File: config.mk
export PLATFORM = sky130hd
export DESIGN_NAME = sliding_window_min_max_median
export DESIGN_NICKNAME = d
export VERILOG_FILES = /design/src/design/swmm_pkg.sv /design/src/design/sliding_window_min_max_median.sv /design/src/design/swmm_ctrl.sv /design/src/design/swmm_dpath.sv
export SDC_FILE = /design/constraint.sdc
export NUM_CORES = 2
export LEC_CHECK = 0
export BUFFER_PORTS_ARGS = -buffer_cell sky130_fd_sc_hd__buf_2
export CORE_MARGIN = 4
export CORE_UTILIZATION = 40
export CTS_BUF_LIST = sky130_fd_sc_hd__clkbuf_8 sky130_fd_sc_hd__clkbuf_16
export DETAILED_ROUTE_END_ITERATION = 10
export PLACE_DENSITY = 0.56
export SYNTH_ARGS = -nofsm -noshare
export SYNTH_HDL_FRONTEND = slang
export SYNTH_SLANG_ARGS = --single-unit
File: constraint.sdc
create_clock -name aclk -period 8.15 [get_ports aclk]
set_input_delay 0 -clock aclk [delete_from_list [all_inputs] [get_ports aclk]]
set_output_delay 0 -clock aclk [all_outputs]
set_load 0.05 [all_outputs]
File: src/design/swmm_pkg.sv
// ----------------------------------------------------------------------------
// swmm_pkg: shared definitions for the sliding window min/max/median block
// Holds field widths, the read address selector and the command and status
// bundles passed between the controller and the datapath.
// ----------------------------------------------------------------------------
`default_nettype none

package swmm_pkg;

    // Field widths of one beat
    localparam int DATA_W         = 32;
    localparam int FILL_W         = 7;
    localparam int OUT_TDATA_W    = 104;
    localparam int OUT_PAD_W      = OUT_TDATA_W - 3 * DATA_W - FILL_W;
    localparam int WINDOW_DEFAULT = 64;

    // Address source for the sorted store read port
    typedef enum logic [2:0] {
        RD_MID,
        RD_NEAR,
        RD_FAR,
        RD_FIRST,
        RD_LAST,
        RD_HALF
    } swmm_rd_sel_t;

    // Controller to datapath commands
    typedef struct packed {
        logic         accept;
        logic         load_r;
        logic         search_step;
        logic         walk_start;
        logic         walk_step;
        swmm_rd_sel_t rd_sel;
        logic         cap_min;
        logic         cap_max;
        logic         cap_med;
        logic         load_out;
    } swmm_cmd_t;

    // Datapath to controller status
    typedef struct packed {
        logic full;
        logic search_done;
        logic walk_cont;
        logic out_busy;
    } swmm_status_t;

endpackage

`default_nettype wire

File: src/design/sliding_window_min_max_median.sv
// ----------------------------------------------------------------------------
// sliding_window_min_max_median: min, max and upper median of recent samples
// Keeps the last WINDOW durations in arrival order and in sorted order.
// ----------------------------------------------------------------------------
// Usage:
//   Slave channel: one beat per 32-bit unsigned duration. Master channel:
//   one beat per accepted sample with the minimum, maximum and median
//   (sorted element at index floor(count/2)) and the current sample count.
//   Samples are handled one at a time. s_tready is high while no update is
//   in progress. Until the window is full an update is bounded by the shift
//   walk over the sorted store, one entry per cycle through its single read
//   and write port. Once full, the dropped sample is first found by a binary
//   search, each step a read state and a compare state, before the walk.
//   The result beat is loaded into the output register as the controller
//   returns to idle.
//   The result sits in an output register; while the receiver stalls, the
//   next sample is still taken and worked on, and only its final load
//   waits for the master beat to be taken.
//   Reset empties the window and drops any pending result; no memory
//   clearing pass is needed.
// ----------------------------------------------------------------------------
`default_nettype none

module sliding_window_min_max_median #(
    parameter int WINDOW = swmm_pkg::WINDOW_DEFAULT
) (
    input  wire logic                              aclk,
    input  wire logic                              aresetn,
    input  wire logic                              s_tvalid,
    output logic                                   s_tready,
    // [31:0] sample_value
    input  wire logic [swmm_pkg::DATA_W-1:0]       s_tdata,
    output logic                                   m_tvalid,
    input  wire logic                              m_tready,
    // [31:0] window_min, [63:32] window_max, [95:64] window_median,
    // [102:96] fill_count, [103] zero
    output logic [swmm_pkg::OUT_TDATA_W-1:0]       m_tdata
);

    swmm_pkg::swmm_cmd_t    cmd;
    swmm_pkg::swmm_status_t status;

    // Sequencer
    swmm_ctrl u_ctrl (
        .aclk     (aclk),
        .aresetn  (aresetn),
        .s_tvalid (s_tvalid),
        .s_tready (s_tready),
        .status   (status),
        .cmd      (cmd)
    );

    // Stores and result registers
    swmm_dpath #(
        .WINDOW (WINDOW)
    ) u_dpath (
        .aclk     (aclk),
        .aresetn  (aresetn),
        .s_sample (s_tdata),
        .cmd      (cmd),
        .status   (status),
        .m_tready (m_tready),
        .m_tvalid (m_tvalid),
        .m_tdata  (m_tdata)
    );

endmodule

`default_nettype wire

File: src/design/swmm_ctrl.sv
// ----------------------------------------------------------------------------
// swmm_ctrl: sequencer for one window update
// Steps through ring read and binary search for the dropped sample (once full),
// the shift walk over the sorted store, the three result reads and the output load.
// ----------------------------------------------------------------------------
`default_nettype none

module swmm_ctrl (
    input  wire logic                   aclk,
    input  wire logic                   aresetn,
    input  wire logic                   s_tvalid,
    output logic                        s_tready,
    input  wire swmm_pkg::swmm_status_t status,
    output swmm_pkg::swmm_cmd_t         cmd
);

    typedef enum logic [3:0] {
        ST_IDLE,
        ST_RING,
        ST_SRCH_RD,
        ST_SRCH_CMP,
        ST_PRIME,
        ST_WALK,
        ST_RES_FIRST,
        ST_RES_LAST,
        ST_RES_HALF,
        ST_RES_MED,
        ST_DONE
    } state_t;

    state_t state_reg;
    state_t state_next;

    // Take a new beat only between updates
    assign s_tready = (state_reg == ST_IDLE);

    // Decode commands and next state
    always_comb begin
        state_next = state_reg;
        cmd        = '0;
        cmd.rd_sel = swmm_pkg::RD_MID;
        unique case (state_reg)
            ST_IDLE: begin
                if (s_tvalid) begin
                    cmd.accept = 1'b1;
                    state_next = status.full ? ST_RING : ST_PRIME;
                end
            end
            ST_RING: begin
                cmd.load_r = 1'b1;
                state_next = ST_SRCH_RD;
            end
            ST_SRCH_RD: begin
                if (status.search_done) begin
                    cmd.walk_start = 1'b1;
                    state_next     = ST_PRIME;
                end else begin
                    state_next = ST_SRCH_CMP;
                end
            end
            ST_SRCH_CMP: begin
                cmd.search_step = 1'b1;
                state_next      = ST_SRCH_RD;
            end
            ST_PRIME: begin
                cmd.rd_sel = swmm_pkg::RD_NEAR;
                state_next = ST_WALK;
            end
            ST_WALK: begin
                cmd.rd_sel    = swmm_pkg::RD_FAR;
                cmd.walk_step = 1'b1;
                if (!status.walk_cont) begin
                    state_next = ST_RES_FIRST;
                end
            end
            ST_RES_FIRST: begin
                cmd.rd_sel = swmm_pkg::RD_FIRST;
                state_next = ST_RES_LAST;
            end
            ST_RES_LAST: begin
                cmd.rd_sel  = swmm_pkg::RD_LAST;
                cmd.cap_min = 1'b1;
                state_next  = ST_RES_HALF;
            end
            ST_RES_HALF: begin
                cmd.rd_sel  = swmm_pkg::RD_HALF;
                cmd.cap_max = 1'b1;
                state_next  = ST_RES_MED;
            end
            ST_RES_MED: begin
                cmd.cap_med = 1'b1;
                state_next  = ST_DONE;
            end
            ST_DONE: begin
                if (!status.out_busy) begin
                    cmd.load_out = 1'b1;
                    state_next   = ST_IDLE;
                end
            end
            default: begin
                state_next = ST_IDLE;
            end
        endcase
    end

    // Hold state
    always_ff @(posedge aclk) begin
        if (!aresetn) begin
            state_reg <= ST_IDLE;
        end else begin
            state_reg <= state_next;
        end
    end

endmodule

`default_nettype wire

File: src/design/swmm_dpath.sv
// ----------------------------------------------------------------------------
// swmm_dpath: sample ring, sorted store and result registers
// Both stores have one write and one registered read port. The sorted
// store is updated by a one-entry-per-cycle shift walk.
// ----------------------------------------------------------------------------
`default_nettype none

module swmm_dpath #(
    parameter int WINDOW = swmm_pkg::WINDOW_DEFAULT
) (
    input  wire logic                                 aclk,
    input  wire logic                                 aresetn,
    input  wire logic [swmm_pkg::DATA_W-1:0]          s_sample,
    input  wire swmm_pkg::swmm_cmd_t                  cmd,
    output swmm_pkg::swmm_status_t                    status,
    input  wire logic                                 m_tready,
    output logic                                      m_tvalid,
    output logic [swmm_pkg::OUT_TDATA_W-1:0]          m_tdata
);

    localparam int IW = (WINDOW > 1) ? $clog2(WINDOW) : 1;
    localparam int CW = $clog2(WINDOW + 1);
    localparam logic [CW-1:0] FULL_COUNT = CW'(WINDOW);
    localparam logic [IW:0]   WIN_EXT    = (IW + 1)'(WINDOW);
    localparam logic [IW-1:0] LAST_SLOT  = IW'(WINDOW - 1);

    logic [swmm_pkg::DATA_W-1:0] ring_mem [WINDOW];
    logic [swmm_pkg::DATA_W-1:0] sort_mem [WINDOW];

    logic [swmm_pkg::DATA_W-1:0]      ring_rd_reg;
    logic [swmm_pkg::DATA_W-1:0]      sort_rd_reg;
    logic [CW-1:0]                    count_reg, count_next;
    logic [IW-1:0]                    oldest_reg, oldest_next;
    logic [swmm_pkg::DATA_W-1:0]      v_reg, v_next;
    logic [swmm_pkg::DATA_W-1:0]      r_reg, r_next;
    logic [CW-1:0]                    lo_reg, lo_next;
    logic [CW-1:0]                    hi_reg, hi_next;
    logic [IW-1:0]                    pos_reg, pos_next;
    logic                             dir_reg, dir_next;
    logic [swmm_pkg::DATA_W-1:0]      min_reg, min_next;
    logic [swmm_pkg::DATA_W-1:0]      max_reg, max_next;
    logic [swmm_pkg::DATA_W-1:0]      med_reg, med_next;
    logic [swmm_pkg::OUT_TDATA_W-1:0] out_data_reg, out_data_next;
    logic                             out_valid_reg, out_valid_next;

    logic          full;
    logic [CW:0]   mid_sum;
    logic [CW-1:0] mid_c;
    logic [IW-1:0] near_addr;
    logic [IW-1:0] far_addr;
    logic [CW-1:0] last_c;
    logic [CW-1:0] half_c;
    logic [IW:0]   fwd_next;
    logic          walk_cont;
    logic [IW-1:0] rd_addr;
    logic [IW-1:0] ring_waddr;

    // Address arithmetic
    assign full      = (count_reg == FULL_COUNT);
    assign mid_sum   = {1'b0, lo_reg} + {1'b0, hi_reg};
    assign mid_c     = mid_sum[CW:1];
    assign near_addr = dir_reg ? (pos_reg + IW'(1)) : (pos_reg - IW'(1));
    assign far_addr  = dir_reg ? (pos_reg + IW'(2)) : (pos_reg - IW'(2));
    assign last_c    = count_reg - CW'(1);
    assign half_c    = count_reg >> 1;
    assign fwd_next  = {1'b0, pos_reg} + (IW + 1)'(1);

    // Shift on while the neighbor belongs on the far side of the new sample
    assign walk_cont = dir_reg ? ((fwd_next < WIN_EXT) && (sort_rd_reg < v_reg))
                               : ((pos_reg != '0) && (sort_rd_reg > v_reg));

    assign status.full        = full;
    assign status.search_done = (lo_reg == hi_reg);
    assign status.walk_cont   = walk_cont;
    assign status.out_busy    = out_valid_reg && !m_tready;

    assign ring_waddr = full ? oldest_reg : count_reg[IW-1:0];

    // Select the sorted store read address
    always_comb begin
        unique case (cmd.rd_sel)
            swmm_pkg::RD_MID:   rd_addr = mid_c[IW-1:0];
            swmm_pkg::RD_NEAR:  rd_addr = near_addr;
            swmm_pkg::RD_FAR:   rd_addr = far_addr;
            swmm_pkg::RD_FIRST: rd_addr = '0;
            swmm_pkg::RD_LAST:  rd_addr = last_c[IW-1:0];
            swmm_pkg::RD_HALF:  rd_addr = half_c[IW-1:0];
            default:            rd_addr = '0;
        endcase
    end

    // Write the new sample, read the one it replaces
    always_ff @(posedge aclk) begin
        if (cmd.accept) begin
            ring_mem[ring_waddr] <= s_sample;
            ring_rd_reg          <= ring_mem[oldest_reg];
        end
    end

    // Shift one entry per walk step, read every cycle
    always_ff @(posedge aclk) begin
        if (cmd.walk_step) begin
            sort_mem[pos_reg] <= walk_cont ? sort_rd_reg : v_reg;
        end
        sort_rd_reg <= sort_mem[rd_addr];
    end

    // Next values of the working registers
    always_comb begin
        count_next     = count_reg;
        oldest_next    = oldest_reg;
        v_next         = v_reg;
        r_next         = r_reg;
        lo_next        = lo_reg;
        hi_next        = hi_reg;
        pos_next       = pos_reg;
        dir_next       = dir_reg;
        min_next       = min_reg;
        max_next       = max_reg;
        med_next       = med_reg;
        out_data_next  = out_data_reg;
        out_valid_next = out_valid_reg;

        if (cmd.accept) begin
            v_next   = s_sample;
            dir_next = 1'b0;
            pos_next = count_reg[IW-1:0];
            if (full) begin
                oldest_next = (oldest_reg == LAST_SLOT) ? '0 : (oldest_reg + IW'(1));
            end else begin
                count_next = count_reg + CW'(1);
            end
        end

        // Start a lower-bound search for the dropped value
        if (cmd.load_r) begin
            r_next  = ring_rd_reg;
            lo_next = '0;
            hi_next = FULL_COUNT;
        end

        if (cmd.search_step) begin
            if (sort_rd_reg < r_reg) begin
                lo_next = mid_c + CW'(1);
            end else begin
                hi_next = mid_c;
            end
        end

        // Walk toward the new sample's place from the dropped entry
        if (cmd.walk_start) begin
            pos_next = lo_reg[IW-1:0];
            dir_next = (v_reg >= r_reg);
        end

        if (cmd.walk_step && walk_cont) begin
            pos_next = near_addr;
        end

        if (cmd.cap_min) begin
            min_next = sort_rd_reg;
        end
        if (cmd.cap_max) begin
            max_next = sort_rd_reg;
        end
        if (cmd.cap_med) begin
            med_next = sort_rd_reg;
        end

        // Load the output beat, drop it once taken
        if (cmd.load_out) begin
            out_data_next  = {{swmm_pkg::OUT_PAD_W{1'b0}},
                              swmm_pkg::FILL_W'(count_reg), med_reg, max_reg, min_reg};
            out_valid_next = 1'b1;
        end else if (m_tready) begin
            out_valid_next = 1'b0;
        end
    end

    // Control registers
    always_ff @(posedge aclk) begin
        if (!aresetn) begin
            count_reg     <= '0;
            oldest_reg    <= '0;
            out_valid_reg <= 1'b0;
        end else begin
            count_reg     <= count_next;
            oldest_reg    <= oldest_next;
            out_valid_reg <= out_valid_next;
        end
    end

    // Payload registers
    always_ff @(posedge aclk) begin
        v_reg        <= v_next;
        r_reg        <= r_next;
        lo_reg       <= lo_next;
        hi_reg       <= hi_next;
        pos_reg      <= pos_next;
        dir_reg      <= dir_next;
        min_reg      <= min_next;
        max_reg      <= max_next;
        med_reg      <= med_next;
        out_data_reg <= out_data_next;
    end

    assign m_tvalid = out_valid_reg;
    assign m_tdata  = out_data_reg;

endmodule

`default_nettype wire
* After elaboration in Yosys (flattened, before gate mapping) *
Memories as Yosys holds them, arrays and structs flattened. A register that Yosys moved wholly into a read port is not among the register bits.
Cells that the tools add are included.

storage, ports and cells
  RAM bits = 4096
  register bits = 302
  word-level logic and storage cells = 110
  memories kept = 2
  output and inout port bits = 106
  bits of input ports = 36

memory list
  name              words  width  rd ports  clocked after memory_dff  write ports  RTL line          source
  u_dpath.ring_mem  64     32     1         1                         1            swmm_dpath.sv:27  logic [swmm_pkg::DATA_W-1:0] ring_mem [WINDOW];
  u_dpath.sort_mem  64     32     1         1                         1            swmm_dpath.sv:28  logic [swmm_pkg::DATA_W-1:0] sort_mem [WINDOW];

cells by class
  eq/ne operators = 20
  bitwise gates (word level) = 1
  reduce and logical (&&, ||, !) cells = 15
  add/sub/neg operators = 10
  multiplexer cells = 43
  order comparisons = 5

operators by type and width
  kind                   count
  $lt A32 B32 Y1         2
  $mux W6                7
  $mux W7                6
  $pmux W4 S10           1
  $ge A32 B32 Y1         1
  $gt A32 B32 Y1         1
  $mux W32               1
  $pmux W6 S5            1
  $mux W1                21
  $eq A4 B3 Y1 const B   4
  $pmux W3 S5            1
  $add A7 B1 Y7 const B  2
  $add A6 B1 Y6 const B  2
  $eq A4 B4 Y1 const B   3
  $mux W4                3
  $sub A6 B1 Y6 const B  2
  $add A7 B7 Y8          1
  $eq A4 B2 Y1 const B   2
  $add A6 B1 Y7 const B  1
  $eq A7 B7 Y1           1
  $eq A7 B7 Y1 const B   1
  $lt A7 B7 Y1 const B   1
  $add A6 B2 Y6 const B  1
  $eq A3 B3 Y1 const B   2
  18 further kinds       26

* Longest topological paths before layout *
  word-level depth = 6
  mapped depth = 14
  mapped depth without buffers = 10

* Cells and area by module *
A second synthesis with hierarchy kept.

second synthesis, totals
  cells, all modules = 9561
  area total of the unflattened synthesis = 172033.7 sq um

by module, submodules not included
  module      seq. area each (sq um)  times used  area an instance (sq um)  cells each
  swmm_dpath  133267.8                1           171578.3                  9505
  swmm_ctrl   80.1                    1           455.4                     56

* Least setup slack after synthesis *
No wires, ideal clock.

  path kind = register to register
  from = reg u_ctrl.state_reg[1]
  to = reg u_dpath.out_data_reg (netlist bit u_dpath.m_tdata[0]), enable pin
  required time = 7.459 ns
  setup time = 0.691 ns
  arrival = 7.866 ns
  buffers on the path = 1
  cell stages (with the launch flop) = 4
  slack = -0.407 ns
  clock period less this slack = 8.557 ns
  path through = dfxtp_1 > clkbuf_1 > nand2b_1 > nor3_1

RTL lines
  what                      RTL line           source
  start: declaration        swmm_ctrl.sv:31    state_t state_reg;
  start signal: assignment  swmm_ctrl.sv:111   state_reg <= state_next;
  end signal: assignment    swmm_dpath.sv:204  out_data_reg <= out_data_next;
  end: declaration          swmm_dpath.sv:43   logic [swmm_pkg::OUT_TDATA_W-1:0] out_data_reg, out_data_next;

* Worst setup path in the final report *
  from = reg u_ctrl.state_reg[3]
  to = reg u_dpath.sort_rd_reg[25] in the netlist's numbering, read port of u_dpath.sort_mem

between the ends
  word-level cells in the longest chain between the ends = 4
  elaborated cells on any way between the ends = 12
  those cells by class = eq/ne: 9; mux: 2; reduce/logical: 1

RTL lines
  what                                                 RTL line          source
  $eq A4 B4 Y1 / $eq A4 B3 Y1 (equally long branches)  swmm_ctrl.sv:42   unique case (state_reg)
  $pmux W3 S5 (*)                                      swmm_ctrl.sv:42
  $eq A3 B3 Y1, or another cell as far along           swmm_dpath.sv:81  unique case (cmd.rd_sel)
  $pmux W6 S5 (*)                                      swmm_dpath.sv:81
  end: declaration                                     swmm_dpath.sv:31  logic [swmm_pkg::DATA_W-1:0] sort_rd_reg;

Mark *: on every way between the ends. The rest lies on a longest branch, timed or not.
A chain may end at the register's enable or synchronous reset.

==> results.md <==
- Outcome: finished with violations
- Failing checks: capacitance limit, slew limit
- Final Net Count: 9623
- GP Congestion: 0.820
- Clock Tree Buf Depth: 4
- Final setup vio count: 0
- Largest family of logic cells by synthesized area: multiplexers
- Flops & latches, synth: 4462
- Non-Filler Cell Area, Final: 0.196 sq mm
- Max FO, Critical Path: 120
- Mapped Area: 0.172 sq mm
- Pleak: 61.8 nW
- DRC: 0
- Setup Fix Bufs, Post-CTS: 0
- Clk slew on worst S/H paths: 0.06 ns
- Synth area leader: edfxtp_1
- Post-synthesis xor/xnor area fraction: 0.132%
- Synth Area in Adders: 0.833%
- Drt first pass iters: 5
- Post-CTS Hold Fix Bufs: 37
- First-pass GRT wire length: 656000 um
- Final hold vios: 0
- Setup TNS: 0 ns
- Layout area overhead: 13.6%
- Pwr Total: 66.2 mW
- Core area: 0.428 sq mm
- DR vias: 90100
- Largest cells by area after synthesis: edfxtp_1, mux4_2, nand2_1
- Synth Area in Simple Gates: 3.57%
- Synth unique cells: 73
- Number of synthesized flops with an enable pin: 4398
- PD cells: 338 mW/mm^2
- Peak Freq: 0.184 GHz
- Congestion Overflow GR: 0
- Startpoint types: flop
- Fin Hold WS: 0.119 ns
- DP Area: 0.181 sq mm
- Clk root buf: clkbuf_16
- CP Class: flop to flop
- Final Skew: 0.0974 ns
- Top-area cell type share of the netlist area: 76.6%
- Net count after synthesis: 9324
- Share of layout cells above drive strength 1: 19.1%
- Routed length per instance: 29.4 um
- Initial antenna violation count: 16
- Final WL: 457000 um
- Dpl hpwl: 252000 um
- Die area: 0.442 sq mm
- Inserted Clock Buffers: 449
- Seq/Total Area, Yosys: 77.4%
- Max Cap Viol: 1
- Compound-Gate Fraction of Synth Area: 5.87%
- Maximum number of pins on one net before global-route repair: 176
- Relative slew slack: -7.68%
- Slew @ Worst Pin: 1.60 ns
- Input/output buffers: 140
- Resized cells post-CTS: 0
- Detail Route Antenna Nets: 0
- Hold Crit Class: input pin to flop
- Worst endpoint required time: 8.98 ns
- Crit path DAT: 6.27 ns
- Initial Util: 40.3%
- GRT Resource Usage Total: 20.2%
- Final period util: 66.7%
- Tmin final: 5.44 ns
- Crit. End Element: flop
- DRT iter0 DRCs: 9145
- Ys Warns: 0
- Synth Flop Type: edfxtp_1
- Die Wd: 664 um
- RSZ-0062 raised after global routing: false
- H-tree levels: 5
- Async S/R FF share, synth: 0%
- Post-Syn Area per Cell: 18.8 sq um
- Cells after Synth: 9175
- Vias per cell: 5.80
- CTS tree: built
- Flop-to-flop setup slack: 2.71 ns
- FP Rows: 240
- Slew Limit Fails: 2
- Worst-Skew Late Latency: 1.03 ns
- Mux cell area share after synthesis: 10.7%
- IO Count: 142
- Vias in the first global route: 90000
- CTS sink cnt: 4462
- Die height: 664 um
- Maximum vdd drop: 452 uV
-- routing by layer --
layer  share of wire, %  routed length [um]  global-route usage, %  vias to the layer above
li1                   -                   -                      -                    38000
met1                 41              186000                   27.1                    48000
met2                 50              226000                   34.1                     3369
met3                6.5               29700                   3.23                      711
met4                3.1               14200                   5.81                        4
met5             0.0057                  26                      0                        -
-- worst max-delay path: stages, from the launching register on --
cell and delay (ns):
dfxtp_1 0.71, nor4b_4 0.62, nor2_2 0.24, a211oi_4 0.36, buf_12 0.50, buf_4 0.85
a21oi_1 0.16, a221oi_1 0.32, a21oi_1 0.13, o2bb2ai_1 0.36, nor4_1 0.74
-- cell type report --
type	instances	area (sq um)
diodes	9	22.5
clock buffers	478	11700
clock inverters	345	2640
fillers	36000	232000
inverters	84	317
multi-input cells	4054	37400
flip-flops and latches	4462	133000
well taps	5687	7120
repair buffers	423	3240
-- path summary, 6_finish.rpt --
| kind | start | end | cells after the start |
|---|---|---|---|
| hold / removal | m_tready | u_ctrl.state_reg[3] | 7 |
| hold reg to reg | u_dpath.min_reg[14] | u_dpath.m_tdata[14] | 0 |
| setup / recovery | u_ctrl.state_reg[3] | u_dpath.sort_rd_reg[25] | 10 |
| setup reg to reg | u_ctrl.state_reg[3] | u_dpath.sort_rd_reg[25] | 10 |
-- cell usage after synthesis, types with 4 or more instances --
| master | n |
|---|---|
| a31oi_1 | 5 |
| nor2_1 | 157 |
| a211o_1 | 17 |
| buf_2 | 114 |
| buf_4 | 31 |
| nand2b_1 | 19 |
| edfxtp_1 | 4398 |
| a21o_1 | 32 |
| nor2b_1 | 14 |
| nand4_1 | 22 |
| o21ai_1 | 24 |
| nand3_1 | 25 |
| o211ai_1 | 6 |
| mux2i_1 | 280 |
| and2_1 | 9 |
| mux4_2 | 674 |
| a221oi_1 | 200 |
| dfxtp_1 | 64 |
| or3_1 | 11 |
| nor3_1 | 19 |
| buf_1 | 96 |
| a21boi_0 | 4 |
| inv_1 | 84 |
| o21bai_1 | 6 |
| mux2_2 | 34 |
| a211oi_1 | 8 |
| o21a_1 | 8 |
| o21ai_0 | 63 |
| o22ai_1 | 64 |
| a221o_1 | 60 |
| a32oi_1 | 72 |
| a32o_1 | 182 |
| nand2_1 | 1077 |
| ha_1 | 110 |
| nand3b_1 | 6 |
| nor4_1 | 99 |
| o2bb2ai_1 | 58 |
| a21oi_1 | 620 |
| clkbuf_1 | 334 |
| xor2_1 | 5 |
| xnor2_1 | 21 |
-- stage by stage --
step	setup slack, ns	utilization (%)	cells
after floorplan	1.65	-	9175
after global placement	2.91	42.3	14700
after detailed placement	2.90	42.3	14700
after CTS	2.87	45.7	15500
after global routing	2.49	45.7	15500
final	2.71	45.7	15500
-- layout by cell type, fill, tap and decap left out, types with 72 or more instances in the layout --
master,synthesis,final
edfxtp_1,4398,4398
nand2_1,1077,1073
mux4_2,674,674
a21oi_1,620,619
clkbuf_16,0,456
mux2i_1,280,280
buf_4,31,220
inv_1,84,200
a221oi_1,200,199
a32o_1,182,182
buf_2,114,140
nor2_4,0,128
ha_1,110,110
nor4_1,99,93
clkinv_1,0,85
a32oi_1,72,72
-- logic make-up (layout without fill, tap and decap cells) --
kind of cell               Yosys count  after routing
and+or+nand+nor                   1477           1477
buffers and inverters              659           1330
adders and majority gates          113            113
other                                1             10
xor gates and xnor gates            26             26
AOI/OAI and AO/OA                 1449           1449
muxes                              988            988
DFF                               4462           4462
-- report_power, final --
group,leakage [nW],switching (mW),internal (mW)
logic,14.3,12.4,4.40
clock network,7.48,8.64,11.4
registers,40.1,0.594,28.9
No activity file was read; power rests on OpenSTA's default activity.
